**config.mk**
```make
export PLATFORM = sky130hd
export DESIGN_NAME = euler_totient_trial_division_top_flat
export DESIGN_NICKNAME = d
export VERILOG_FILES = /design/src/hw/rtl/etd_pkg.sv /design/src/hw/rtl/etd_value_if.sv /design/src/hw/rtl/etd_totient_if.sv /design/src/hw/rtl/etd_divider.sv /design/src/hw/rtl/euler_totient_trial_division_top.sv /design/src/flat_wrapper.sv
export SDC_FILE = /design/constraint.sdc
export NUM_CORES = 1
export LEC_CHECK = 0
export ABC_CLOCK_PERIOD_IN_PS = 12900
export BUFFER_PORTS_ARGS = -buffer_cell sky130_fd_sc_hd__buf_2
export CORE_ASPECT_RATIO = 1.1
export CORE_UTILIZATION = 55
export DETAILED_ROUTE_END_ITERATION = 16
export GPL_TIMING_DRIVEN = 0
export PLACE_DENSITY = 0.76
export SYNTH_ARGS = -nofsm -noshare
export SYNTH_HDL_FRONTEND = slang
export SYNTH_SLANG_ARGS = --single-unit
```
**constraint.sdc**
```tcl
create_clock -name clk -period 12.9 [get_ports clk]
set_clock_uncertainty 0.2 [all_clocks]
set_input_delay 0.645 -clock clk [delete_from_list [all_inputs] [get_ports clk]]
set_output_delay 0.645 -clock clk [all_outputs]
set_load 0.03 [all_outputs]
```
**src/hw/rtl/etd_pkg.sv**
```systemverilog
// ----------------------------------------------------------------------------
// etd_pkg
// Shared widths, codes and divider handshake types for the totient block.
// ----------------------------------------------------------------------------
package etd_pkg;

	localparam int VALUE_BITS   = 31;
	localparam int DIV_CNT_BITS = $clog2(VALUE_BITS + 1);

	// first trial divisor
	localparam logic [VALUE_BITS-1:0] DIVISOR_FIRST = VALUE_BITS'(2);
	localparam logic [VALUE_BITS-1:0] VALUE_ONE     = VALUE_BITS'(1);

	typedef logic [VALUE_BITS-1:0] value_t;

	typedef enum logic [2:0] {
		ST_IDLE,
		ST_TEST,
		ST_STRIP,
		ST_ACC,
		ST_FINAL,
		ST_DONE
	} etd_state_t;

	typedef struct packed {
		logic   start;
		value_t dividend;
		value_t divisor;
	} div_req_t;

	typedef struct packed {
		logic   done;
		value_t quotient;
		value_t remainder;
	} div_rsp_t;

endpackage

```
**src/hw/rtl/etd_value_if.sv**
```systemverilog
// ----------------------------------------------------------------------------
// etd_value_if
// Valid/ready channel carrying one input number.
// ----------------------------------------------------------------------------
interface etd_value_if;
	import etd_pkg::*;

	logic   valid;
	logic   ready;
	value_t value;

	modport source (output valid, output value, input ready);
	modport sink   (input valid, input value, output ready);

endinterface

```
**src/hw/rtl/etd_totient_if.sv**
```systemverilog
// ----------------------------------------------------------------------------
// etd_totient_if
// Valid/ready channel carrying one totient result.
// ----------------------------------------------------------------------------
interface etd_totient_if;
	import etd_pkg::*;

	logic   valid;
	logic   ready;
	value_t totient;

	modport source (output valid, output totient, input ready);
	modport sink   (input valid, input totient, output ready);

endinterface

```
**src/hw/rtl/etd_divider.sv**
```systemverilog
// ----------------------------------------------------------------------------
// etd_divider
// Restoring radix-2 divider, one quotient bit per cycle.
// ----------------------------------------------------------------------------
module etd_divider (
	input  logic             clk,
	input  logic             arst_n,
	input  etd_pkg::div_req_t req,
	output etd_pkg::div_rsp_t rsp
);
	import etd_pkg::*;

	logic                    busy_q;
	logic                    done_q;
	logic [DIV_CNT_BITS-1:0] cnt_q;
	value_t                  quo_q;
	value_t                  rem_q;
	value_t                  dsr_q;

	logic [VALUE_BITS:0] shifted;
	logic [VALUE_BITS:0] diff;
	logic                fit;

	assign shifted = {rem_q, quo_q[VALUE_BITS-1]};
	assign diff    = shifted - {1'b0, dsr_q};
	assign fit     = shifted >= {1'b0, dsr_q};

	always_ff @(posedge clk or negedge arst_n) begin
		if (!arst_n) begin
			busy_q <= 1'b0;
			done_q <= 1'b0;
			cnt_q  <= '0;
		end else begin
			done_q <= busy_q && (cnt_q == DIV_CNT_BITS'(1));
			if (req.start) begin
				busy_q <= 1'b1;
				cnt_q  <= DIV_CNT_BITS'(VALUE_BITS);
			end else if (busy_q) begin
				cnt_q <= cnt_q - DIV_CNT_BITS'(1);
				if (cnt_q == DIV_CNT_BITS'(1)) begin
					busy_q <= 1'b0;
				end
			end
		end
	end

	always_ff @(posedge clk) begin
		if (req.start) begin
			quo_q <= req.dividend;
			rem_q <= '0;
			dsr_q <= req.divisor;
		end else if (busy_q) begin
			quo_q <= {quo_q[VALUE_BITS-2:0], fit};
			rem_q <= fit ? diff[VALUE_BITS-1:0] : shifted[VALUE_BITS-1:0];
		end
	end

	assign rsp.done      = done_q;
	assign rsp.quotient  = quo_q;
	assign rsp.remainder = rem_q;

endmodule

```
**src/hw/rtl/euler_totient_trial_division_top.sv**
```systemverilog
// ----------------------------------------------------------------------------
// euler_totient_trial_division_top
// Euler totient of one unsigned number by trial division.
// ----------------------------------------------------------------------------
// Usage:
//   operand : valid/ready sink, one number per transfer (value).
//   result  : valid/ready source, one totient per transfer (totient).
//   operand.ready is high only while the block is idle; one number is
//   worked on at a time.
// Timing:
//   Every division on the shared divider runs launch, quotient bits, done.
//   A number costs one division per trial divisor tried, one more per
//   stripped prime factor, one per distinct prime factor for the running
//   totient, plus one for a leftover prime. Worst case is a prime near
//   2^31: about 46340 divisions. Best case (0, 1) is a single division;
//   2 and 3 take two.
// Reset:
//   arst_n clears the sequencer to idle; no result is pending afterwards.
// Stall:
//   The finished totient stays in its register with result.valid high
//   until the receiver takes it; no new number is accepted meanwhile.
// ----------------------------------------------------------------------------
module euler_totient_trial_division_top (
	input  logic                 clk,
	input  logic                 arst_n,
	etd_value_if.sink            operand,
	etd_totient_if.source        result
);
	import etd_pkg::*;

	etd_state_t state_q, state_d;

	value_t   rest_q;   // unfactored remainder of the input
	value_t   acc_q;    // running totient
	value_t   d_q;      // current trial divisor
	logic     start_q;

	div_req_t div_req;
	div_rsp_t div_rsp;

	logic in_xfer;
	logic out_xfer;
	logic past_root;   // d > rest/d : trial loop is over
	logic divides;
	logic launch;

	assign in_xfer   = operand.valid && operand.ready;
	assign out_xfer  = result.valid && result.ready;
	assign past_root = d_q > div_rsp.quotient;
	assign divides   = div_rsp.remainder == '0;

	etd_divider u_div (
		.clk    (clk),
		.arst_n (arst_n),
		.req    (div_req),
		.rsp    (div_rsp)
	);

	// next state
	always_comb begin
		state_d = state_q;
		unique case (state_q)
			ST_IDLE: begin
				if (in_xfer) state_d = ST_TEST;
			end
			ST_TEST: begin
				if (div_rsp.done) begin
					if (past_root) begin
						// leftover above one is the last prime factor
						state_d = (rest_q > VALUE_ONE) ? ST_FINAL : ST_DONE;
					end else if (divides) begin
						state_d = ST_STRIP;
					end
				end
			end
			ST_STRIP: begin
				if (div_rsp.done && !divides) state_d = ST_ACC;
			end
			ST_ACC: begin
				if (div_rsp.done) state_d = ST_TEST;
			end
			ST_FINAL: begin
				if (div_rsp.done) state_d = ST_DONE;
			end
			ST_DONE: begin
				if (out_xfer) state_d = ST_IDLE;
			end
			default: state_d = ST_IDLE;
		endcase
	end

	// outputs and divider operand select
	always_comb begin
		operand.ready    = state_q == ST_IDLE;
		result.valid     = state_q == ST_DONE;
		result.totient   = acc_q;
		launch           = in_xfer || (div_rsp.done && state_d != ST_DONE);
		div_req.start    = start_q;
		div_req.dividend = rest_q;
		div_req.divisor  = d_q;
		unique case (state_q)
			ST_ACC: begin
				div_req.dividend = acc_q;
			end
			ST_FINAL: begin
				div_req.dividend = acc_q;
				div_req.divisor  = rest_q;
			end
			default: begin
			end
		endcase
	end

	always_ff @(posedge clk or negedge arst_n) begin
		if (!arst_n) begin
			state_q <= ST_IDLE;
			start_q <= 1'b0;
		end else begin
			state_q <= state_d;
			start_q <= launch;
		end
	end

	// datapath: operands settle on the same edge that raises start_q
	always_ff @(posedge clk) begin
		unique case (state_q)
			ST_IDLE: begin
				if (in_xfer) begin
					rest_q <= operand.value;
					acc_q  <= operand.value;
					d_q    <= DIVISOR_FIRST;
				end
			end
			ST_TEST: begin
				if (div_rsp.done && !past_root) begin
					if (divides) rest_q <= div_rsp.quotient;
					else         d_q    <= d_q + VALUE_ONE;
				end
			end
			ST_STRIP: begin
				if (div_rsp.done && divides) rest_q <= div_rsp.quotient;
			end
			ST_ACC: begin
				if (div_rsp.done) begin
					acc_q <= acc_q - div_rsp.quotient;
					d_q   <= d_q + VALUE_ONE;
				end
			end
			ST_FINAL: begin
				if (div_rsp.done) acc_q <= acc_q - div_rsp.quotient;
			end
			default: begin
			end
		endcase
	end

`ifndef SYNTHESIS
	// never accept a number while a result is offered
	a_ready_vs_valid: assert property (@(posedge clk) disable iff (!arst_n)
		!(operand.ready && result.valid))
		else $error("operand.ready and result.valid both high");

	// an accepted number launches the divider at once
	a_launch_on_accept: assert property (@(posedge clk) disable iff (!arst_n)
		in_xfer |=> start_q)
		else $error("no divider launch after input transfer");

	// divider results only arrive while a division is awaited
	a_done_when_busy: assert property (@(posedge clk) disable iff (!arst_n)
		div_rsp.done |-> (state_q != ST_IDLE && state_q != ST_DONE))
		else $error("divider done outside a compute state");

	// trial divisor never falls below two while factoring
	a_divisor_floor: assert property (@(posedge clk) disable iff (!arst_n)
		(state_q == ST_TEST || state_q == ST_STRIP || state_q == ST_ACC)
			|-> d_q >= DIVISOR_FIRST)
		else $error("trial divisor below two");
`endif

endmodule

```
**src/flat_wrapper.sv**
```systemverilog
// flat-port wrapper written by rule: the top's interface ports become plain ports
module euler_totient_trial_division_top_flat import etd_pkg::*;
  (clk, arst_n, operand_valid, operand_value, operand_ready, result_valid, result_totient, result_ready);
  etd_value_if operand_i ();
  etd_totient_if result_i ();
  input  logic clk;
  input  logic arst_n;
  input wire logic [$bits(operand_i.valid)-1:0] operand_valid;
  input wire logic [$bits(operand_i.value)-1:0] operand_value;
  output wire logic [$bits(operand_i.ready)-1:0] operand_ready;
  output wire logic [$bits(result_i.valid)-1:0] result_valid;
  output wire logic [$bits(result_i.totient)-1:0] result_totient;
  input wire logic [$bits(result_i.ready)-1:0] result_ready;
  assign operand_i.valid = operand_valid;
  assign operand_i.value = operand_value;
  assign operand_ready = operand_i.ready;
  assign result_valid = result_i.valid;
  assign result_totient = result_i.totient;
  assign result_i.ready = result_ready;
  euler_totient_trial_division_top u_core (.clk(clk), .arst_n(arst_n), .operand(operand_i), .result(result_i));
endmodule
```
After elaboration in Yosys (flattened, before gate mapping)
Index checks and enable logic that the tools add are counted.

Flip-flop bits (word level): 197. Input port bits: 35. Logic and storage cells: 84.

Add/sub/neg operators: 4. Magnitude comparators: 3. Eq/ne operators: 14. Muxes and demuxes: 32. Reductions and logical operators: 20.

Operators with widths (number): $mux 31 (14); $pmux 31 s3 (2); $pmux 31 s2 (1); $sub 31x31->31 (2); $ge 32x31->1 (1); $add 31x1->31 const B (1); $gt 31x1->1 const B (1); $gt 31x31->1 (1); $logic_not 31->1 (1); $mux 3 (8); $pmux 3 s6 (1); $mux 5 (2); $reduce_and 5->1 (2); $ne 2x1->1 const B (4); $logic_and 1x1->1 (7); $eq 3x2->1 const B (2); $eq 3x3->1 const B (2); $ne 2x2->1 const B (3); $reduce_bool 3->1 (2); $eq 5x1->1 const B (1); $sub 5x1->5 const B (1); $mux 1 (4); $reduce_bool 2->1 (2); $eq 3x1->1 const B (1); other kinds (6) (7).

Longest topological paths before layout
Gate-level depths: netlist (run 1).

Word-level depth: 8. Gate-level depth with buffers: 14. Depth with buffers taken out: 12.

By module
Synthesis (run 1) repeated with hierarchy kept, for this count alone.

Cell total of the unflattened synthesis: 1436. Area, all modules: 13525.5 µm².

Modules (own cells, without submodules): euler_totient_trial_division_top (instances 1, cells an instance 871, area each 7816.2 µm²); etd_divider (instances 1, cells an instance 565, area each 5709.2 µm²).

Worst setup path before layout (run 1)
OpenSTA, ideal clock, no wires.

Path type: register -> register. From: reg u_core.d_q[24]. To: reg u_core.d_q[0] (enable). Library setup time: 471 ps. Arrival time: 4334 ps. Data required time: 12229 ps. Slack: 7895 ps. Cell stages (with the launch flop): 11. Period minus slack after synthesis: 5005 ps. Cell sequence: edfxtp_1 -> ha_1 -> a21o_1 -> a21o_1 -> a21oi_1 -> o21ai_1 -> a2111oi_0 -> a21oi_1 -> nor2_1 -> o21ai_0 -> a221oi_1.

Longest elaborated chain between the ends: 5.

RTL lines: start, declared (RTL line euler_totient_trial_division_top.sv:35) `value_t d_q;`; start signal, assigned (RTL line euler_totient_trial_division_top.sv:137) `else d_q <= d_q + VALUE_ONE;`; start signal, assigned (RTL line euler_totient_trial_division_top.sv:146) `d_q <= d_q + VALUE_ONE;`; $gt 31x31->1 (RTL line euler_totient_trial_division_top.sv:49) `assign past_root = d_q > div_rsp.quotient;`; $logic_not 1->1 (RTL line euler_totient_trial_division_top.sv:135) `if (div_rsp.done && !past_root) begin`; $logic_and 1x1->1 (RTL line euler_totient_trial_division_top.sv:135); $ne 2x1->1 (no line); $reduce_and 5->1 (no line).

Every way passes these cells. A chain may end at the register's enable or synchronous reset.

Final worst setup path (run 1)
From: reg u_core.state_q[2]. To: reg u_core.acc_q[1] (netlist: u_core.result.totient[1]) (enable).

Longest elaborated chain between the ends: 4. Elaborated cells between the ends (all ways): 9. Classes of those cells: eq/ne: 4; reduce/logical: 5.

RTL lines: start, declared (RTL line euler_totient_trial_division_top.sv:31) `etd_state_t state_q, state_d;`; start signal, assigned (RTL line euler_totient_trial_division_top.sv:119) `state_q <= state_d;`; $eq 3x2->1 (tied with other cells) (RTL line euler_totient_trial_division_top.sv:126) `unique case (state_q)`; $reduce_or 2->1 (no line) or $logic_and 1x1->1 (tied branches); $ne 2x1->1 (no line) (tied with other cells); $reduce_and 3->1 (no line) (*); end signal, assigned (RTL line euler_totient_trial_division_top.sv:130) `acc_q <= operand.value;`; end signal, assigned (RTL line euler_totient_trial_division_top.sv:145) `acc_q <= acc_q - div_rsp.quotient;`; end signal, assigned (RTL line euler_totient_trial_division_top.sv:150) `if (div_rsp.done) acc_q <= acc_q - div_rsp.quotient;`; end, declared (RTL line euler_totient_trial_division_top.sv:34) `value_t acc_q;`.

Mark *: on every way between the ends. The rest lies on a longest branch, timed or not.

==> impl_metrics.toml, run 1 <==
[route]
drt_pass1_iterations = 6
wire_per_inst_um = 20.0
num_vias = 11100
viasPerCell = 6.17
drtIter0Drc = 915
drt_wl_total_um = 35900
drcViolationCount = 0
ant_nets = 0

[cells_and_area]
layout.cells.most_common = "nand2_1"
n_antenna_cell = 0
fin_nets = 1617
mostFrequentLayoutCells = "nand2_1, edfxtp_1, nor2_1, ha_1, inv_1"
drive_gt1_frac = 0.123
synthToLayoutAreaGrowth_pct = 10.6
fillers = 1909

[floorplan]
core_sq_um = 23100
start_util = 0.567
io_pins = 68
fp.dieH_um = 164
die_w_um = 149
num_rows = 58
dieArea_sq_um = 24500

[logic_synthesis]
synth_nets = 1527
yosys_warnings = 0
synthFlopType = "edfxtp_1"
syn_inst = 1395
synth_area_per_cell_sq_um = 9.41
synth-async-reset-ratio = 0.0558
synth_cell_types = 71
ys_seq_area_frac = 0.423
synth-edff-count = 155
syn_area_sq_um = 13100
synth_seq_cells = 197

[sta]
setup_viol = 0
finalSetupTns_ns = 0
fmax_mhz = 227
fin_crit_sh = 0.341
relSlewSlack = 0.162
worst_pin_slew_ns = 1.26
hold_violations = 0
drv_slew = 0
fin_crit_ns = 4.40
rsz0062_at_grt = "no"

[power]
p_sw_frac = 0.443
ir_drop_mv = 0.128
pwr_density_cell_nw_per_um2 = 260
report.power.total_mw = 3.78
internal_power_mw = 2.10
pwr-share-clk = 0.140
power.leakage_nw = 5.98
netSwitchingPower_mw = 1.67
seq_power_share = 0.307
pwr-share-comb = 0.554

[run]
max_cap_viol_count = 0

[cts]
clockBufferDepth = 2
clkSlewWorstSetupHoldPaths_ns = 0.07
clockRootBuffer = "clkbuf_16"
clk_latency_ns = 0.44
postCtsSetupRepairBufs = 0
cts_tree = "yes"
cts_buffers = 17
htreeDepth = 4
cts_sinks = 197

[global_route]
grt_max_degree = 34
antenna_found_initial = 0
overflow = 0
grt_use_total = 0.303
grt_pass1_wl_um = 56800
grt_pass1_vias = 10600

[critical_path]
end_kind = "register"
crit_type = "reg2reg"
required_ns = 12.84
worst-r2r-setup-slack_ns = 8.50
path_max_fanout = 17
arrival_ns = 4.34
start_kind = "register"

[place]
place_hpwl_um = 27300
place.gp.congestion = 0.965
portBuffers = 67

[outcome]
status = "complete, no violations"

[min_path]
worstHoldPathType = "in2reg"
-- per-stage QoR --
stage	utilization	hold WS (ns)	setup slack (ns)	cell area [sq um]	cells
after floorplan	-	0.149	7.90	13100	1395
after global placement	0.597	0.295	5.41	13800	1762
after detailed placement	0.600	0.307	8.41	13900	1764
after CTS	0.626	0.240	8.41	14500	1797
after global routing	0.627	0.265	8.27	14500	1798
final	0.627	0.256	8.50	14500	1798
-- layout make-up --
| class | count | area (sq um) | area share |
|---|---|---|---|
| well taps | 300 | 375 | 0.0259 |
| inverters | 94 | 353 | 0.0243 |
| clock inverters | 9 | 61.3 | 0.00423 |
| clock buffers | 23 | 512 | 0.0353 |
| repair buffers | 71 | 403 | 0.0278 |
| flip-flops and latches | 197 | 5550 | 0.383 |
| multi-input cells | 1050 | 7040 | 0.485 |
| plain buffers | 54 | 213 | 0.0147 |
-- registers in the layout, summed over array words and instances, names as in the netlist --
register,cells
u_core.rest_q,31
u_core.start_q,1
u_core.u_div.dsr_q,31
u_core.result.totient,31
u_core.u_div.busy_q,1
u_core.u_div.quo_q,31
u_core.state_q,3
u_core.u_div.cnt_q,5
u_core.d_q,31
u_core.u_div.rem_q,31
u_core.u_div.done_q,1
-- power by group through the flow --
| stage | registers [mW] | logic (mW) | clock network (mW) |
|---|---|---|---|
| detailed placement | 1.16 | 2.04 | 0 |
| CTS | 1.15 | 2.06 | 0.532 |
| global placement | 1.16 | 1.99 | 0 |
| floorplan | 1.14 | 1.53 | 0 |
| global route | 1.18 | 2.30 | 0.552 |
| finish | 1.16 | 2.09 | 0.527 |
-- synthesized netlist by cell type (22+ instances only) --
cell type / instances / share of area
nand2_1: 179 / 0.051
edfxtp_1: 155 / 0.35
nor2_1: 154 / 0.044
ha_1: 95 / 0.091
inv_1: 94 / 0.027
a21oi_1: 92 / 0.035
mux2_2: 63 / 0.054
clkbuf_1: 46 / 0.013
a31oi_1: 37 / 0.018
o21ai_0: 34 / 0.013
xnor2_1: 34 / 0.023
xor2_1: 33 / 0.022
a21o_1: 31 / 0.018
dfxtp_1: 31 / 0.047
a311oi_1: 24 / 0.016
nand3_1: 22 / 0.0084
-- critical path: stages (launching register included) --
cell	delay, ns
dfrtp_1	0.32
clkbuf_1	0.36
inv_1	0.18
nor3_1	0.82
nor2_1	0.26
clkbuf_1	0.39
clkbuf_1	0.44
o31ai_4	0.83
buf_8	0.27
-- what timing repair did --
item                      CTS  global route
hold buffers                1             0
gates resized for setup     0             0
hold endpoints to repair   11             0
-- layer usage --
metal / vias up / global-route usage / part of all wire / wire length, um
li1: 5276 / - / - / -
met3: 64 / 0.0314 / 0.061 / 2170
met5: - / 0 / 0 / 0
met4: 0 / 0.120 / 0.030 / 1060
met2: 436 / 0.492 / 0.47 / 17000
met1: 5311 / 0.416 / 0.44 / 15700
-- final timing paths --
| path | depth (start not counted) | end | start |
|---|---|---|---|
| worst max-delay path | 8 | u_core.result.totient[1] | u_core.state_q[2] |
| worst min-delay path | 2 | u_core.state_q[2] | result_ready |
| worst max register to register | 8 | u_core.result.totient[1] | u_core.state_q[2] |
| worst min register to register | 2 | u_core.u_div.rem_q[17] | u_core.u_div.rem_q[16] |
| max in group asynchronous | 2 | u_core.start_q | arst_n |
| min in group asynchronous | 2 | u_core.u_div.cnt_q[4] | arst_n |
-- kinds of logic after synthesis --
family,share of synthesized area
AO/OA/AOI/OAI,0.172
flip-flops,0.423
buffers and inverters,0.0431
adder cells (fa/ha/maj),0.0936
multiplexers,0.0556
AND/OR/NAND/NOR,0.168
XOR/XNOR,0.0447
Note: power is estimated with default switching activity, not from simulation.
==> run 2: changes to the inputs <==
ABC_CLOCK_PERIOD_IN_PS = 4200   (was 12900)
clock period = 4.2 ns   (was 12.9 ns; I/O delays follow)
==> run 2 against run 1 <==
Effect of this change: die area is the same; register-to-register slack lost 8.3 ns; non-clock buffer count increased by 37; global-route usage rose by 0.88 points; wire length grew 2.9%; sequential share of layout area down 1.1 points; combinational power increased to 3.1 times the previous value; first-iteration DRC count grew 4.2%; setup slack worse by 8.3 ns; clock power rose to 3.2 times the previous value; maximum frequency grew 11%; cell count is 2.1% higher.
==> impl_metrics.toml, run 2 (synthesis results as in run 1) <==
[outcome]
status = "complete, no violations"

[cells_and_area]
fin_nets = 1654
n_antenna_cell = 0
layout.cells.most_common = "nand2_1"
post-route-util = 0.645
drive_gt1_frac = 0.124
mostFrequentLayoutCells = "nand2_1, edfxtp_1, nor2_1, ha_1, inv_1"
synthToLayoutAreaGrowth_pct = 13.8

[critical_path]
crit_type = "reg2reg"
crit_buf_inv = 1
arrival_ns = 4.09
path_max_fanout = 4
end_kind = "register"
max_stage_delay_ns = 0.51
required_ns = 4.33
path_cells = "inv_1 -> ha_1 -> fa_1 -> nand2b_1 -> a21oi_1 -> o2bb2ai_1 -> a211oi_1 -> o21ai_1 -> a21oi_1 -> xor2_1 -> nand2_1 -> a311oi_1"
critical-path-slowest-cell = "edfxtp_1"
start_kind = "register"
crit_top_cell = "a21oi_1"
path_delay_family = "compound AO/OA/AOI/OAI gates"

[place]
portBuffers = 67
place_hpwl_um = 27700
place.gp.congestion = 0.960
dpl_worst_slack_ns = -0.269

[sta]
hold_violations = 0
fmax_mhz = 252
setup_slack_ns = 0.236
rsz0062_at_grt = "no"
drv_slew = 0
relSlewSlack = 0.171
setup_viol = 0
fin_crit_sh = 0.944
fin_crit_ns = 3.96
worst_pin_slew_ns = 1.24

[route]
drt_wl_total_um = 36900
drtIter0Drc = 953
num_vias = 11400
ant_nets = 0
wire_per_inst_um = 20.1
viasPerCell = 6.21
drt_pass1_iterations = 5
drcViolationCount = 0

[cts]
clkSlewWorstSetupHoldPaths_ns = 0.08
cts_sinks = 197
cts_tree = "yes"
cts_buffers = 17
clockRootBuffer = "clkbuf_16"
clockBufferDepth = 2
htreeDepth = 4
clk_latency_ns = 0.45

[floorplan]
core_sq_um = 23100
start_util = 0.567
fp.dieH_um = 164
num_rows = 58
dieArea_sq_um = 24500
io_pins = 68
die_w_um = 149

[global_route]
grt_pass1_vias = 11000
grt_pass1_wl_um = 58400
grt_max_degree = 34
overflow = 0
grt_use_total = 0.312
antenna_found_initial = 0

[power]
report.power.total_mw = 11.7
ir_drop_mv = 0.398
pwr_density_cell_nw_per_um2 = 786
power.leakage_nw = 6.16

[run]
max_cap_viol_count = 0

[min_path]
worstHoldPathType = "reg2reg"
[run 2: worst paths after layout]
| kind | start | to | slack [ns] | depth (start not counted) |
|---|---|---|---|---|
| hold reg to reg | u_core.u_div.rem_q[5] | u_core.u_div.rem_q[6] | 0.32 | 2 |
| hold / removal | u_core.u_div.rem_q[5] | u_core.u_div.rem_q[6] | 0.32 | 2 |
| max in group asynchronous | arst_n | u_core.u_div.busy_q | 2.87 | 3 |
| min in group asynchronous | arst_n | u_core.u_div.cnt_q[0] | 0.61 | 3 |
| setup reg to reg | u_core.u_div.quo_q[30] | u_core.u_div.rem_q[26] | 0.24 | 12 |
| setup / recovery | u_core.u_div.quo_q[30] | u_core.u_div.rem_q[26] | 0.24 | 12 |
[run 2: metal layers]
metal / routed length [um] / vias up / track usage
met5: 0 / - / 0
met4: 1210 / 0 / 0.133
met3: 2790 / 72 / 0.0297
met2: 17600 / 550 / 0.516
met1: 15400 / 5424 / 0.418
li1: - / 5353 / -
[run 2: what timing repair did]
action	4_1_cts	5_1_grt
endpoints found under the setup margin	31	25
pin swaps	1	0
gates resized for setup	0	1
hold buffers	35	0
setup buffers	3	0
hold endpoints to repair	76	0
[run 2: final cells by class]
class	instances	area [sq um]
Fill cell	1874	8220
Multi-Input combinational cell	1050	7050
Sequential cell	197	5550
Timing Repair Buffer	108	778
Clock buffer	17	425
Tap cell	300	375
Inverter	94	353
Buffer	54	213
Clock inverter	15	185
[run 2: tightest hold or removal path, stage by stage, from the launching register on]
cell and delay (ns):
dfxtp_1 0.34, nand2_1 0.06, a311oi_1 0.07
[run 2: power by group]
group          switching [mW]  internal, mW  total, mW
Sequential              0.592          2.97       3.56
Clock                   0.848         0.859       1.71
Combinational            3.81          2.66       6.47
Total                    5.25          6.49       11.7
[run 2: through the flow]
stage               hold WS [ns]  cell area [sq um]  std cells  TNS (ns)
floorplan                 -0.286              13100       1395         0
global placement          -0.111              13800       1762    -87.41
detailed placement        -0.108              13900       1764     -5.43
CTS                        0.314              14900       1834         0
global route               0.348              14900       1835         0
finish                     0.320              14900       1835         0
==> run 3: changes to the inputs <==
RECOVER_POWER = 100   (was unset)
==> run 3 against run 2 <==
Effect of this change: via count about the same; total power decreased by 0.28%; count of clock-buffer cells in the layout unchanged; core utilization decreased by 0.41 points; final area decreased by 0.64%; non-clock buffer count unchanged; sequential power about the same; maximum frequency increased by 0.17%; global-route usage unchanged; critical path type unchanged; sequential share of layout area increased by 0.24 points; register-to-register slack about the same.
==> impl_metrics.toml, run 3 (synthesis results as in run 1) <==
[outcome]
status = "complete, no violations"

[cts]
htreeDepth = 4
cts_sinks = 197
clk_latency_ns = 0.45
clkSlewWorstSetupHoldPaths_ns = 0.08
clockRootBuffer = "clkbuf_16"
cts_buffers = 17
cts_tree = "yes"
clockBufferDepth = 2

[floorplan]
dieArea_sq_um = 24500
die_w_um = 149
num_rows = 58
io_pins = 68
start_util = 0.567
core_sq_um = 23100
fp.dieH_um = 164

[cells_and_area]
fin_nets = 1654
drive_gt1_frac = 0.0964
n_antenna_cell = 0
fillers = 1906
layout.cells.most_common = "nand2_1"
multi_input_area_sq_um = 7030
regArea_sq_um = 5550
post-route-util = 0.641
synthToLayoutAreaGrowth_pct = 13.1
design_area_sq_um = 14800
mostFrequentLayoutCells = "nand2_1, edfxtp_1, nor2_1, ha_1, inv_1"

[power]
pwr-share-clk = 0.146
pwr-share-comb = 0.549
seq_power_share = 0.305
ir_drop_mv = 0.378
internal_power_mw = 6.45
report.power.total_mw = 11.7
netSwitchingPower_mw = 5.26
pwr_density_cell_nw_per_um2 = 789
p_sw_frac = 0.449
power.leakage_nw = 6.03

[place]
portBuffers = 67
place.gp.congestion = 0.960
place_hpwl_um = 27700
placed_cell_area_sq_um = 13900

[critical_path]
crit_type = "reg2reg"
worst-r2r-setup-slack_ns = 0.24
crit_top_cell = "clkbuf_1"
cp-startpoint = "u_core.u_div.quo_q[30]"
crit_buf_inv = 3
critical-path-slowest-cell = "clkbuf_1"
worstReg2RegEnd = "u_core.u_div.rem_q[26]"
rr_worst_depth = 13
max_stage_delay_ns = 0.59
path_cells = "inv_1 -> ha_1 -> fa_1 -> nand2b_1 -> a21oi_1 -> o2bb2ai_1 -> a31o_1 -> a21o_1 -> and2_1 -> clkbuf_1 -> clkbuf_1 -> nand2_1 -> a311oi_1"
start_kind = "register"
path_max_fanout = 10
end_kind = "register"
path_delay_family = "buffers and inverters"
arrival_ns = 4.09
r2r-start = "u_core.u_div.quo_q[30]"
required_ns = 4.33

[route]
drcViolationCount = 0
drt_pass1_iterations = 5
ant_nets = 0
drtIter0Drc = 1027
wire_per_inst_um = 20.1
num_vias = 11400
viasPerCell = 6.21
drt_wl_total_um = 37000

[sta]
relSlewSlack = 0.173
finalSetupTns_ns = 0
fmax_mhz = 253
whs_ns = 0.320
setup_viol = 0
drv_slew = 0
rsz0062_at_grt = "no"
fin_crit_sh = 0.942
hold_violations = 0
fin_crit_ns = 3.96
worst_pin_slew_ns = 1.24

[run]
max_cap_viol_count = 0

[global_route]
overflow = 0
grt_max_degree = 34
grt_pass1_wl_um = 58400
grt_use_total = 0.312
grt_pass1_vias = 11000
antenna_found_initial = 0

[min_path]
hold_path_depth = 2
min_to = "u_core.u_div.rem_q[6]"
worstHoldPathType = "reg2reg"
min_from = "u_core.u_div.rem_q[5]"
-- run 3: cell count changes in the layout (fill, tap and decap cells not counted), sizes merged --
cell	before	now
clkbuf	63	105
buf	81	39
-- run 3: worst max path at each step --
stage                               endpoint  cells past startpoint
floorplan                   u_core.rest_q[0]                     10
global placement    u_core.result.totient[0]                      7
detailed placement  u_core.result.totient[0]                      8
CTS                   u_core.u_div.quo_q[30]                      4
global route        u_core.result.totient[0]                      9
finish                u_core.u_div.rem_q[26]                     13
-- run 3: stage by stage --
stage | setup WS, ns | instances
after detailed placement | -0.269 | 1764
final | 0.243 | 1835
after CTS | 0.154 | 1834
after global routing | 0.0221 | 1835
after floorplan | 0.251 | 1395
after global placement | -1.61 | 1762
-- run 3: layer usage --
layer | vias up | track usage | part of all wire
li1 | 5359 | - | -
met3 | 81 | 0.0297 | 0.065
met1 | 5459 | 0.418 | 0.43
met5 | - | 0 | 0
met4 | 0 | 0.133 | 0.033
met2 | 503 | 0.516 | 0.48
-- run 3: final cells by class --
type,count,area share
buffer,54,0.0138
clock buffer,17,0.0287
timing repair buffer,108,0.0475
clock inverter,15,0.0125
multi-input combinational,1050,0.474
tap,300,0.0253
sequential,197,0.374
inverter,94,0.0238
-- run 3: what timing repair did --
| action | in CTS | in global routing |
|---|---|---|
| resized for setup | 0 | 1 |
| setup buffers | 3 | 0 |
| pin swaps | 1 | 0 |
| hold buffers | 35 | 0 |
| hold endpoints to repair | 76 | 0 |
| setup endpoints to repair | 31 | 25 |
-- run 3: power by group through the flow --
stage	Combinational (mW)	Sequential, mW	Clock [mW]
after floorplan	4.72	3.50	0
after global placement	6.08	3.56	0
after detailed placement	6.27	3.58	0
after CTS	6.38	3.54	1.72
after global routing	7.10	3.63	1.78
final	6.43	3.57	1.71
-- run 3: worst min-delay path, cell delays in order (launching register included) --
cell and delay, ns:
dfxtp_1 0.34, nand2_1 0.06, a311oi_1 0.07
